File: config.mk
export PLATFORM = sky130hd
export DESIGN_NAME = circular_queue_fifo_core
export DESIGN_NICKNAME = d
export VERILOG_FILES = /design/src/rtl/cqf_pkg.sv /design/src/rtl/cqf_mem.sv /design/src/rtl/cqf_ctrl.sv /design/src/rtl/circular_queue_fifo_core.sv
export SDC_FILE = /design/constraint.sdc
export NUM_CORES = 1
export LEC_CHECK = 0
export BUFFER_PORTS_ARGS = -buffer_cell sky130_fd_sc_hd__buf_2
export CORE_MARGIN = 4
export CORE_UTILIZATION = 25
export CTS_CLUSTER_DIAMETER = 150
export DETAILED_ROUTE_END_ITERATION = 12
export SKIP_LAST_GASP = 1
export SLEW_MARGIN = 20
export SYNTH_ARGS = -nofsm -noshare
export SYNTH_HDL_FRONTEND = slang
export SYNTH_SLANG_ARGS = --single-unit
File: constraint.sdc
create_clock -name clk -period 7 [get_ports clk]
set_input_delay 1.4 -clock clk [delete_from_list [all_inputs] [get_ports clk]]
set_output_delay 1.4 -clock clk [all_outputs]
set_load 0.01 [all_outputs]
File: src/rtl/cqf_pkg.sv
// shared types, constants and helpers for the circular queue
package cqf_pkg;

  localparam int DEPTH       = 8;
  localparam int IDX_W       = $clog2(DEPTH);
  localparam int WORD_W      = 32;
  localparam int KIND_W      = 2;
  localparam int STATUS_W    = 2;
  localparam int OUT_TDATA_W = 40;
  localparam int OUT_PAD_W   = OUT_TDATA_W - WORD_W - STATUS_W;

  typedef logic [IDX_W-1:0]          idx_t;
  typedef logic signed [WORD_W-1:0]  word_t;

  typedef enum logic [KIND_W-1:0] {
    KIND_ENQ  = 2'd0,
    KIND_DEQ  = 2'd1,
    KIND_DISP = 2'd2
  } kind_t;

  typedef enum logic [STATUS_W-1:0] {
    STAT_OK    = 2'd0,
    STAT_FULL  = 2'd1,
    STAT_EMPTY = 2'd2
  } status_t;

  typedef enum logic [1:0] {
    FSM_IDLE,
    FSM_HOLD,
    FSM_EMIT
  } fsm_t;

  typedef struct packed {
    logic  wr_en;
    idx_t  wr_addr;
    word_t wr_data;
    logic  rd_en;
    idx_t  rd_addr;
  } mem_req_t;

  typedef struct packed {
    logic    load;
    word_t   word;
    status_t status;
    logic    last;
  } res_t;

  function automatic idx_t ring_next(idx_t i);
    ring_next = (i == idx_t'(DEPTH - 1)) ? '0 : i + idx_t'(1);
  endfunction

endpackage

File: src/rtl/cqf_mem.sv
// slot storage: one write port, one read port with registered read data
module cqf_mem (
  input  logic              clk,
  input  cqf_pkg::mem_req_t req,
  output cqf_pkg::word_t    rd_data
);
  import cqf_pkg::*;

  word_t slots [DEPTH];

  always_ff @(posedge clk) begin
    if (req.wr_en) begin
      slots[req.wr_addr] <= req.wr_data;
    end
  end

  // read data holds until the next read
  always_ff @(posedge clk) begin
    if (req.rd_en) begin
      rd_data <= slots[req.rd_addr];
    end
  end

endmodule

File: src/rtl/cqf_ctrl.sv
// queue controller: head/tail bookkeeping, memory requests and result sequencing
module cqf_ctrl (
  input  logic                     clk,
  input  logic                     rst,
  input  logic                     in_valid,
  output logic                     in_ready,
  input  logic [cqf_pkg::KIND_W-1:0] in_kind,
  input  cqf_pkg::word_t           in_value,
  input  cqf_pkg::word_t           rd_data,
  input  logic                     out_free,
  output cqf_pkg::mem_req_t        mem_req,
  output cqf_pkg::res_t            res
);
  import cqf_pkg::*;

  fsm_t    state, state_next;
  idx_t    head, head_next;
  idx_t    tail, tail_next;
  logic    is_empty, is_empty_next;
  idx_t    cursor, cursor_next;
  idx_t    cnt, cnt_next;
  logic    op_disp, op_disp_next;
  status_t pend_status, pend_status_next;

  logic    accept;
  logic    full;
  logic    imm;
  status_t imm_status;
  logic    go_emit;
  logic    fin;

  assign in_ready = (state == FSM_IDLE);
  assign accept   = in_valid && in_ready;
  assign full     = !is_empty && (ring_next(tail) == head);
  assign fin      = !op_disp || (cursor == tail) || (cnt == idx_t'(DEPTH - 1));

  // decode of the incoming operation
  always_comb begin
    imm        = 1'b0;
    imm_status = STAT_OK;
    go_emit    = 1'b0;
    if (accept) begin
      unique case (kind_t'(in_kind))
        KIND_ENQ: begin
          imm        = 1'b1;
          imm_status = full ? STAT_FULL : STAT_OK;
        end
        KIND_DEQ, KIND_DISP: begin
          if (is_empty) begin
            imm        = 1'b1;
            imm_status = STAT_EMPTY;
          end else begin
            go_emit = 1'b1;
          end
        end
        default: begin
          imm = 1'b0;
        end
      endcase
    end
  end

  // next state
  always_comb begin
    state_next = state;
    unique case (state)
      FSM_IDLE: begin
        if (go_emit) begin
          state_next = FSM_EMIT;
        end else if (imm && !out_free) begin
          state_next = FSM_HOLD;
        end
      end
      FSM_HOLD: begin
        if (out_free) state_next = FSM_IDLE;
      end
      FSM_EMIT: begin
        if (out_free && fin) state_next = FSM_IDLE;
      end
      default: state_next = FSM_IDLE;
    endcase
  end

  // outputs and datapath next values
  always_comb begin
    mem_req          = '0;
    res              = '0;
    res.status       = STAT_OK;
    head_next        = head;
    tail_next        = tail;
    is_empty_next    = is_empty;
    cursor_next      = cursor;
    cnt_next         = cnt;
    op_disp_next     = op_disp;
    pend_status_next = pend_status;

    unique case (state)
      FSM_IDLE: begin
        if (accept && kind_t'(in_kind) == KIND_ENQ) begin
          if (is_empty) begin
            mem_req.wr_en   = 1'b1;
            mem_req.wr_addr = '0;
            mem_req.wr_data = in_value;
            head_next       = '0;
            tail_next       = '0;
            is_empty_next   = 1'b0;
          end else if (!full) begin
            mem_req.wr_en   = 1'b1;
            mem_req.wr_addr = ring_next(tail);
            mem_req.wr_data = in_value;
            tail_next       = ring_next(tail);
          end
        end
        if (go_emit) begin
          mem_req.rd_en   = 1'b1;
          mem_req.rd_addr = head;
          cursor_next     = head;
          cnt_next        = '0;
          op_disp_next    = (kind_t'(in_kind) == KIND_DISP);
          if (kind_t'(in_kind) == KIND_DEQ) begin
            if (head == tail) begin
              is_empty_next = 1'b1;
              head_next     = '0;
              tail_next     = '0;
            end else begin
              head_next = ring_next(head);
            end
          end
        end
        if (imm) begin
          if (out_free) begin
            res.load   = 1'b1;
            res.status = imm_status;
            res.last   = 1'b1;
          end else begin
            pend_status_next = imm_status;
          end
        end
      end
      FSM_HOLD: begin
        if (out_free) begin
          res.load   = 1'b1;
          res.status = pend_status;
          res.last   = 1'b1;
        end
      end
      FSM_EMIT: begin
        if (out_free) begin
          res.load = 1'b1;
          res.word = rd_data;
          res.last = fin;
          if (!fin) begin
            mem_req.rd_en   = 1'b1;
            mem_req.rd_addr = ring_next(cursor);
            cursor_next     = ring_next(cursor);
            cnt_next        = cnt + idx_t'(1);
          end
        end
      end
      default: begin
        res.load = 1'b0;
      end
    endcase
  end

  always_ff @(posedge clk) begin
    if (rst) begin
      state    <= FSM_IDLE;
      head     <= '0;
      tail     <= '0;
      is_empty <= 1'b1;
    end else begin
      state    <= state_next;
      head     <= head_next;
      tail     <= tail_next;
      is_empty <= is_empty_next;
    end
  end

  always_ff @(posedge clk) begin
    cursor      <= cursor_next;
    cnt         <= cnt_next;
    op_disp     <= op_disp_next;
    pend_status <= pend_status_next;
  end

endmodule

File: src/rtl/circular_queue_fifo_core.sv
// top level of the circular queue: controller, slot memory and output register
//
//  channel   dir  tdata                          tuser        tlast
//  s_*       in   [31:0] push_value              [1:0] kind   -
//  m_*       out  [31:0] word_out, [33:32] status -           last
//
//  enqueue and every error result are loaded when taken if the output is free;
//  the next transaction is taken the cycle after
//  dequeue reads the head slot through the registered read port, then emits it
//  display gives one word per cycle while output is free, up to DEPTH words
//  reset clears head, tail and the empty flag; slot contents are not cleared
//  a stalled output holds the controller: the pending result or read word waits
module circular_queue_fifo_core (
  input  logic        clk,
  input  logic        rst,
  input  logic        s_tvalid,
  output logic        s_tready,
  input  logic [31:0] s_tdata,   // [31:0] push_value
  input  logic [1:0]  s_tuser,   // [1:0] kind
  output logic        m_tvalid,
  input  logic        m_tready,
  output logic [39:0] m_tdata,   // [31:0] word_out, [33:32] status, rest zero
  output logic        m_tlast    // last
);
  import cqf_pkg::*;

  mem_req_t mem_req;
  res_t     res;
  word_t    rd_data;
  logic     out_free;

  // output register is free when empty or being drained this cycle
  assign out_free = !m_tvalid || m_tready;

  cqf_ctrl u_ctrl (
    .clk      (clk),
    .rst      (rst),
    .in_valid (s_tvalid),
    .in_ready (s_tready),
    .in_kind  (s_tuser),
    .in_value (word_t'(s_tdata)),
    .rd_data  (rd_data),
    .out_free (out_free),
    .mem_req  (mem_req),
    .res      (res)
  );

  cqf_mem u_mem (
    .clk     (clk),
    .req     (mem_req),
    .rd_data (rd_data)
  );

  // output register, parts the controller from the downstream stall
  always_ff @(posedge clk) begin
    if (rst) begin
      m_tvalid <= 1'b0;
    end else if (res.load) begin
      m_tvalid <= 1'b1;
    end else if (m_tready) begin
      m_tvalid <= 1'b0;
    end
  end

  always_ff @(posedge clk) begin
    if (res.load) begin
      m_tdata <= {{OUT_PAD_W{1'b0}}, res.status, res.word};
      m_tlast <= res.last;
    end
  end

  // a result is only loaded when the output register can take it
  a_load_free : assert property (@(posedge clk) disable iff (rst)
    res.load |-> out_free)
    else $error("result loaded into a busy output register");

  // memory never reads and writes in the same cycle
  a_no_rw : assert property (@(posedge clk) disable iff (rst)
    !(mem_req.wr_en && mem_req.rd_en))
    else $error("slot memory read and write in the same cycle");

  // an accepted enqueue always leaves a result waiting at the output
  a_enq_result : assert property (@(posedge clk) disable iff (rst)
    (s_tvalid && s_tready && s_tuser == KIND_ENQ) |=> m_tvalid)
    else $error("enqueue transaction gave no result");

endmodule

==> metrics.cfg, run 1 <==
[route]
wl_per_cell_um = 19.43
wl_met3_um = 2694
antenna_left = 0
drtIter0Drc = 868
wl_met2_um = 16460
finalWirelength_um = 36520
vias = 9108
top_layer = met5
vias_per_cell = 4.845
drc = 0
drt_pass1_iterations = 5
drt-met1-wl_um = 16610

[timing]
rsz0062_at_grt = no
fmax_mhz = 223.6
max_slew.worst_pin.slew_ps = 1132
drv_slew = 0
setup_tns_ps = 0
fin_skew_ps = 18.25
maxSlewHeadroom_pct = 24.52
period_minus_slack_ps = 4472
period_share_pct = 63.89
finalSetupViolCount = 0
hold_viol_final = 0

[critical_path]
worst_setup_path_endpoint = u_mem.slots[5][23]
timing.rr.end = u_mem.rd_data[17]
slowest_stage = nor2_4
required_ps = 7130
crit_chain = buf_2 -> inv_1 -> ha_1 -> nor4bb_1 -> o31a_2 -> nand3_1 -> nor2_4
r2r-start = u_ctrl.cnt[0]
cp_max_fo = 38
slowest_delay_ps = 930
crit_arrival_ps = 4600
critPathCaptureType = register
critPathKind = in -> reg
r2r_slack_ps = 2950
crit_start = s_tuser[0]
ff2ff_path_depth = 8
start_kind = input pin

[min_path]
worstHoldPathType = reg -> reg
min_path_cells = 1
worstHoldStart = u_mem.rd_data[2]

[synth]
async_flop_share_pct = 0
synthFlopType = edfxtp_1
ys_top_cells_by_area = edfxtp_1, a211oi_1, a2111oi_0
synth_seq_cells = 342
synth_top_area_share_pct = 67.72
synthCells = 1048
synth_cell_type_count = 52
synth_edf_count = 332
yosysSeqAreaShare_pct = 69.08
synth_area_um2 = 14720
netlist_top_cells_count = edfxtp_1, a211oi_1, inv_1
synth_area_leader_cell = edfxtp_1
yosysWarnings = 0
synth.most_common_cell = edfxtp_1
avgSynthCellArea_um2 = 14.05

[floorplan]
die_h_um = 250.7
ioPinCount = 81
core_um2 = 58030
row_count = 88
die-area_um2 = 62830
die-width_um = 250.7
start_util_pct = 25.37

[grt]
grt_max_degree = 97
grt_pass1_wl_um = 56020
grt_overflow = 0
grtUsageTotal_pct = 11.24
grt_antenna_before_repair = 10
first_global_vias = 9088

[placed_design]
dpl.hpwl_um = 20290
port_buffers = 74
gp_congestion = 0.7839

[clock_tree]
cts_setup_buffers = 0
clk_path_buf_depth = 3
clk_latency_ps = 520
cts-buffers-inserted = 38
clkTransAtPathRegs_ps = 60
cts_resized = 0
hold_buffers = 0
clock_sinks = 342
cts_root_buffer = clkbuf_16
cts_tree = done
htree_levels = 2

[finish]
fillers = 5759
syn_to_final_growth_pct = 15.22
utilization_pct = 29.23
multi_input_area_um2 = 3583
nNetsFinal = 1136
regArea_um2 = 10170
drive_above_1_share_pct = 15.57

[pwr]
max-vdd-ir-drop_mv = 0.1471
power.leakage_nw = 5.861
cellPowerDensity_nw_per_um2 = 254.5

[job]
cap_viol_max_count = 0

[outcome]
outcome = finished, final reports clean

per-stage QoR:
| stage | instances | cell area [um^2] | total power [mW] | hold slack, ps | setup WS [ps] |
|---|---|---|---|---|---|
| after floorplan | 1053 | 14740 | 2.376 | 499.6 | 687.2 |
| after global placement | 1810 | 15730 | 2.432 | 531.9 | 1980 |
| after detailed placement | 1810 | 15730 | 2.435 | 529.1 | 1867 |
| after CTS | 1875 | 16930 | 4.365 | 548.1 | 2412 |
| after global routing | 1876 | 16950 | 4.456 | 559.3 | 2194 |
| final | 1880 | 16960 | 4.317 | 544.1 | 2528 |
kinds of logic after synthesis:
family | Yosys count | synth area share (%)
adder cells (fa/ha/maj) | 12 | 1.020
buffers and inverters | 235 | 7.173
multiplexers | 2 | 0.1445
flip-flops | 342 | 69.08
AND/OR/NAND/NOR | 159 | 6.375
XOR/XNOR | 9 | 0.5355
AO/OA/AOI/OAI | 288 | 15.65
other | 1 | 0.02547
worst max-delay path: cells and delay by family:
kind | cells | cell delay, ps
adders and majority gates | 1 | 160
AOI/OAI and AO/OA | 1 | 820
and+or+nand+nor | 3 | 1990
buffers and inverters | 2 | 200
area by class of cell:
class	instances	area share [%]
inverters	133	2.943
well taps	765	5.643
clock inverters	20	1.158
repair buffers	95	3.231
diodes	4	0.05901
flip-flops and latches	342	59.95
multi-input cells	476	21.13
clock buffers	45	5.886
state kept, by name, summed over array words and instances, names as in the netlist:
name and flops:
u_ctrl.state 2, m_tvalid 1, u_mem.slots 256, u_ctrl.op_disp 1
u_ctrl.cursor 3, m_tlast 1, m_tdata 34, u_ctrl.cnt 3
u_mem.rd_data 32, u_ctrl.tail 3, u_ctrl.is_empty 1, u_ctrl.pend_status 2
u_ctrl.head 3
power breakdown:
part | leakage, nW | internal (mW) | switching, mW
clock | 0.587 | 1.16 | 0.767
combinational | 2.09 | 0.0359 | 0.0855
sequential | 3.19 | 2.26 | 0.00842
layout by cell type, fill, tap and decap left out, types with 3 or more instances in the layout:
master,instances
nand3_1,4
a21oi_1,8
nor2_4,3
a211oi_1,160
xor2_1,7
a22oi_1,3
o21ai_0,5
nand2_1,14
diode_2,4
conb_1,6
clkinv_2,5
nor4_1,33
dfxtp_1,10
nor3_2,3
clkinv_1,9
a2111oi_1,8
ha_1,12
edfxtp_1,332
buf_4,20
clkbuf_1,6
bufinv_16,4
and3_1,33
buf_2,74
clkbuf_16,39
and2_1,35
inv_1,131
nor3_1,7
a2111oi_0,88
nor2_1,9
nand2b_1,3
layer usage:
| layer | GRT usage [%] | up-vias |
|---|---|---|
| met5 | 0 | - |
| met4 | 2.853 | 10 |
| met3 | 3.001 | 73 |
| met2 | 17.51 | 320 |
| met1 | 15.60 | 4503 |
| li1 | - | 4202 |
how the worst min path moves through the flow:
stage                                 to  slack [ps]
after floorplan           u_ctrl.tail[2]         500
after global placement        m_tdata[2]         530
after detailed placement     m_tdata[18]         530
after CTS                    m_tdata[13]         550
after global routing         m_tdata[13]         560
final                         m_tdata[2]         540
No activity file was read; power rests on OpenSTA's default activity.
==> run 2, diff against run 1 <==
- clock period: 7 -> 4.1 ns (I/O delays scaled with it)
==> run 2 against run 1 <==
Effect of this change: sequential cell count stayed put; count of clock-buffer cells in the layout increased by 4; sequential share of layout area shrank 0.62 points; first-iteration DRC count is 1.2% lower; final cell count grew 0.74%; core utilization is 0.31 points higher; clock skew increased by 8.7 ps; critical endpoint is now u_mem.slots[1][2].
==> metrics.cfg, run 2 (synthesis results as in run 1) <==
[clock_tree]
cts_resized = 0
clkTransAtPathRegs_ps = 60
clock_sinks = 342
cts_root_buffer = clkbuf_16
htree_levels = 2
cts_setup_buffers = 0
clk_path_buf_depth = 3
hold_buffers = 0
cts_tree = done
cts-buffers-inserted = 36
clk_latency_ps = 530

[timing]
fin_skew_ps = 26.95
maxSlewHeadroom_pct = 42.13
period_minus_slack_ps = 3308
drv_slew = 0
hold_viol_final = 0
period_share_pct = 80.67
fmax_mhz = 302.3
rsz0062_at_grt = no
finalSetupViolCount = 0
max_slew.worst_pin.slew_ps = 867.9
layout_setup_ws_ps = 792.4
whs_ps = 542.1

[critical_path]
path_buf_inv = 1
ff2ff_path_depth = 8
critPathCaptureType = register
cp_max_fo = 23
r2r-start = u_ctrl.tail[0]
timing.rr.end = u_mem.slots[1][2]
crit_arrival_ps = 3470
start_kind = register
critPathKind = reg -> reg
slowest_stage = o31a_2
crit_chain = ha_1 -> ha_1 -> nor2_1 -> xor2_1 -> o31a_2 -> nand3_1 -> nor3_4 -> buf_4
required_ps = 4260
crit_top_cell = ha_1
cp_top_family = simple AND/OR/NAND/NOR gates
r2r_slack_ps = 790
slowest_delay_ps = 420

[placed_design]
dpl.hpwl_um = 21410
gp_congestion = 0.7848
post-place-ws_ps = 667.2
place_area_um2 = 16040
port_buffers = 74

[grt]
grtUsageTotal_pct = 11.73
grt_max_degree = 129
grt_antenna_before_repair = 7
grt_overflow = 0
grt_pass1_wl_um = 58230
first_global_vias = 9204

[min_path]
holdPathEnd = m_tdata[29]
worstHoldPathType = reg -> reg
min_path_cells = 1
worstHoldStart = u_mem.rd_data[29]

[finish]
syn_to_final_growth_pct = 16.43
mostFrequentLayoutCell = edfxtp_1
top_regs = u_mem.slots: 256 flops, m_tdata: 34 flops, u_mem.rd_data: 32 flops
regMostFlops = u_mem.slots
fillers = 5761
postLayoutCellArea_um2 = 17140
mostFrequentLayoutCells = edfxtp_1, a211oi_1, inv_1
nNetsFinal = 1150
largest_register_ff_count = 256
drive_above_1_share_pct = 16.16

[route]
drtIter0Drc = 858
drc = 0
wl_per_cell_um = 20.25
vias = 9166
drt_pass1_iterations = 5
vias_per_cell = 4.839
antenna_left = 0
finalWirelength_um = 38350

[floorplan]
row_count = 88
die-width_um = 250.7
die_h_um = 250.7
die-area_um2 = 62830
core_um2 = 58030
ioPinCount = 81
start_util_pct = 25.37

[pwr]
max-vdd-ir-drop_mv = 0.2535
cellPowerDensity_nw_per_um2 = 416.5
power.leakage_nw = 5.948

[outcome]
outcome = finished, final reports clean

[job]
cap_viol_max_count = 0

-- run 2: report_power, final --
group | leakage [nW] | switching, mW | total (mW) | internal, mW
Combinational | 2.23 | 0.149 | 0.217 | 0.0688
Sequential | 3.19 | 0.0178 | 3.87 | 3.86
Clock | 0.532 | 1.29 | 3.05 | 1.76
-- run 2: how the worst max path moves through the flow --
stage / start / end / cells after the start
finish: u_ctrl.tail[0] / u_mem.slots[1][2] / 8
global route: u_ctrl.tail[0] / u_mem.slots[1][25] / 8
CTS: u_ctrl.tail[0] / u_mem.slots[1][2] / 8
detailed placement: s_tuser[0] / u_mem.rd_data[29] / 9
global placement: s_tuser[0] / u_mem.rd_data[29] / 9
floorplan: s_tuser[0] / u_mem.slots[2][0] / 7
-- run 2: area by class of cell --
class                   instances  area [um^2]  share of cell area [%]
repair buffers                111        798.3                   4.657
clock buffers                  49        992.2                   5.789
flip-flops and latches        342        10170                   59.33
diodes                          3        7.507                 0.04380
multi-input cells             476         3616                   21.10
well taps                     765        957.2                   5.584
clock inverters                15        100.1                  0.5840
inverters                     133        499.2                   2.913
-- run 2: metrics by stage --
| stage | power [mW] | instances | setup TNS, ps | utilization, % |
|---|---|---|---|---|
| floorplan | 4.056 | 1053 | -2291 | - |
| global route | 7.384 | 1891 | 0 | 29.53 |
| detailed placement | 4.170 | 1827 | 0 | 27.64 |
| finish | 7.139 | 1894 | 0 | 29.54 |
| global placement | 4.166 | 1827 | 0 | 27.64 |
| CTS | 7.220 | 1891 | 0 | 29.53 |
-- run 2: layer usage --
metal  share of wire (%)  wire length (um)  GRT usage, %  vias to the layer above
met5                0.16                61             0                        -
met4                 1.5               594         2.568                        8
met3                 6.1              2350         2.596                       63
met2                  46             17510         18.54                      272
met1                  47             17840         16.58                     4598
li1                    -                 -             -                     4225
==> run 3, diff against run 2 <==
- clock period: 4.1 -> 2.7 ns (I/O delays scaled with it)
==> run 3 against run 2 <==
Effect of this change: wire length up 0.11%; die area did not move; combinational power increased by 71%; final area up 4.7%; sequential cell count stayed put; clock skew rose by 5.9 ps; clock power is 46% higher; critical path depth unchanged; sequential power grew 52%; critical endpoint is now u_mem.rd_data[29].
==> metrics.cfg, run 3 (synthesis results as in run 1) <==
[placed_design]
dpl.hpwl_um = 23570
port_buffers = 74
dp.cells = 1877
place_area_um2 = 16720
gp_congestion = 0.7822

[timing]
drv_slew = 0
period_share_pct = 99.52
finalSetupViolCount = 0
fin_skew_ps = 32.86
maxSlewHeadroom_pct = 63.23
hold_viol_final = 0
period_minus_slack_ps = 2687
setup_tns_ps = 0
whs_ps = 284.8
max_slew.worst_pin.slew_ps = 537.7
rsz0062_at_grt = yes
fmax_mhz = 372.2

[route]
antenna_left = 0
vias = 9372
vias_per_cell = 4.828
drc = 0
wl_per_cell_um = 19.78
drtIter0Drc = 940
finalWirelength_um = 38400
drt_pass1_iterations = 5

[grt]
grt_pass1_wl_um = 58200
first_global_vias = 9317
grt_antenna_before_repair = 5
gr-usage-met3_pct = 2.367
use_met2_pct = 18.63
grt_max_degree = 57
grtUsageTotal_pct = 11.76
gr-max-usage-layer = met2
grt_overflow = 0
grtUsageMet1_pct = 16.53

[min_path]
worstHoldPathType = in -> reg

[floorplan]
row_count = 88
die_h_um = 250.7
die-area_um2 = 62830
start_util_pct = 25.37
ioPinCount = 81
die-width_um = 250.7
core_um2 = 58030

[finish]
mostFrequentLayoutCell = edfxtp_1
top_regs = u_mem.slots: 256 flops, m_tdata: 34 flops, u_mem.rd_data: 32 flops
regMostFlops = u_mem.slots
nNetsFinal = 1204
drive_above_1_share_pct = 22.21
syn_to_final_growth_pct = 21.95
mostFrequentLayoutCells = edfxtp_1, a211oi_1, inv_1
largest_register_ff_count = 256
postLayoutCellArea_um2 = 17950
fin_cells = 1941

[critical_path]
slowest_stage = a2111oi_0
critPathKind = reg -> reg
cp_top_family = compound AO/OA/AOI/OAI gates
slowest_delay_ps = 540
crit_arrival_ps = 2960
required_ps = 2970
crit_top_cell = buf_12
critPathCaptureType = register
start_kind = register
crit_chain = buf_4 -> xor2_1 -> o31a_2 -> buf_12 -> a21o_4 -> buf_12 -> a2111oi_0 -> nor4_1
cp_max_fo = 56
path_buf_inv = 3

[clock_tree]
clkTransAtPathRegs_ps = 60
clk_path_buf_depth = 3
cts-buffers-inserted = 35
hold_buffers = 0
clock_sinks = 342
cts_tree = done
cts_root_buffer = clkbuf_16
clk_latency_ps = 540
htree_levels = 2

[outcome]
outcome = finished, final reports clean

[pwr]
power.leakage_nw = 6.274
cellPowerDensity_nw_per_um2 = 596.3
max-vdd-ir-drop_mv = 0.3670
p_total_mw = 10.71

[job]
cap_viol_max_count = 0

-- run 3: path summary, 6_finish.rpt --
path	cells after the start	slack, ps	startpoint	to
worst max register to register	8	10	u_ctrl.cursor[0]	u_mem.rd_data[29]
worst min register to register	1	550	u_mem.rd_data[5]	m_tdata[5]
worst max-delay path	8	10	u_ctrl.cursor[0]	u_mem.rd_data[29]
worst min-delay path	2	280	rst	u_ctrl.head[2]
-- run 3: cell type report --
| type | instances | area, um^2 |
|---|---|---|
| Clock inverter | 14 | 126.4 |
| Clock buffer | 44 | 909.6 |
| Tap cell | 765 | 957.2 |
| Timing Repair Buffer | 166 | 1481 |
| Inverter | 133 | 499.2 |
| Sequential cell | 342 | 10170 |
| Antenna cell | 1 | 2.502 |
| Multi-Input combinational cell | 476 | 3802 |
| Fill cell | 5704 | 40070 |
-- run 3: report_power, final --
group	internal (mW)	switching, mW	total (mW)
Sequential	5.85	0.0198	5.87
Clock	2.50	1.97	4.46
Combinational	0.131	0.240	0.371
Total	8.48	2.23	10.7
-- run 3: per-layer routing --
metal  vias up  routed length, um
li1       4309                  -
met1      4666              17510
met2       335              17520
met3        60               2503
met4         2                846
met5         -                 13
-- run 3: per-stage QoR --
stage	setup WS, ps	util, %
after floorplan	-328.8	-
after global placement	-258.6	28.81
after detailed placement	-279.9	28.81
after CTS	11.74	30.61
after global routing	-74.64	30.94
final	12.93	30.94
-- run 3: repair_timing --
action / in CTS / in global routing
resized for setup: 2 / 50
pin swaps: 0 / 3
buffers inserted: 0 / 5
setup endpoints to repair: 7 / 23
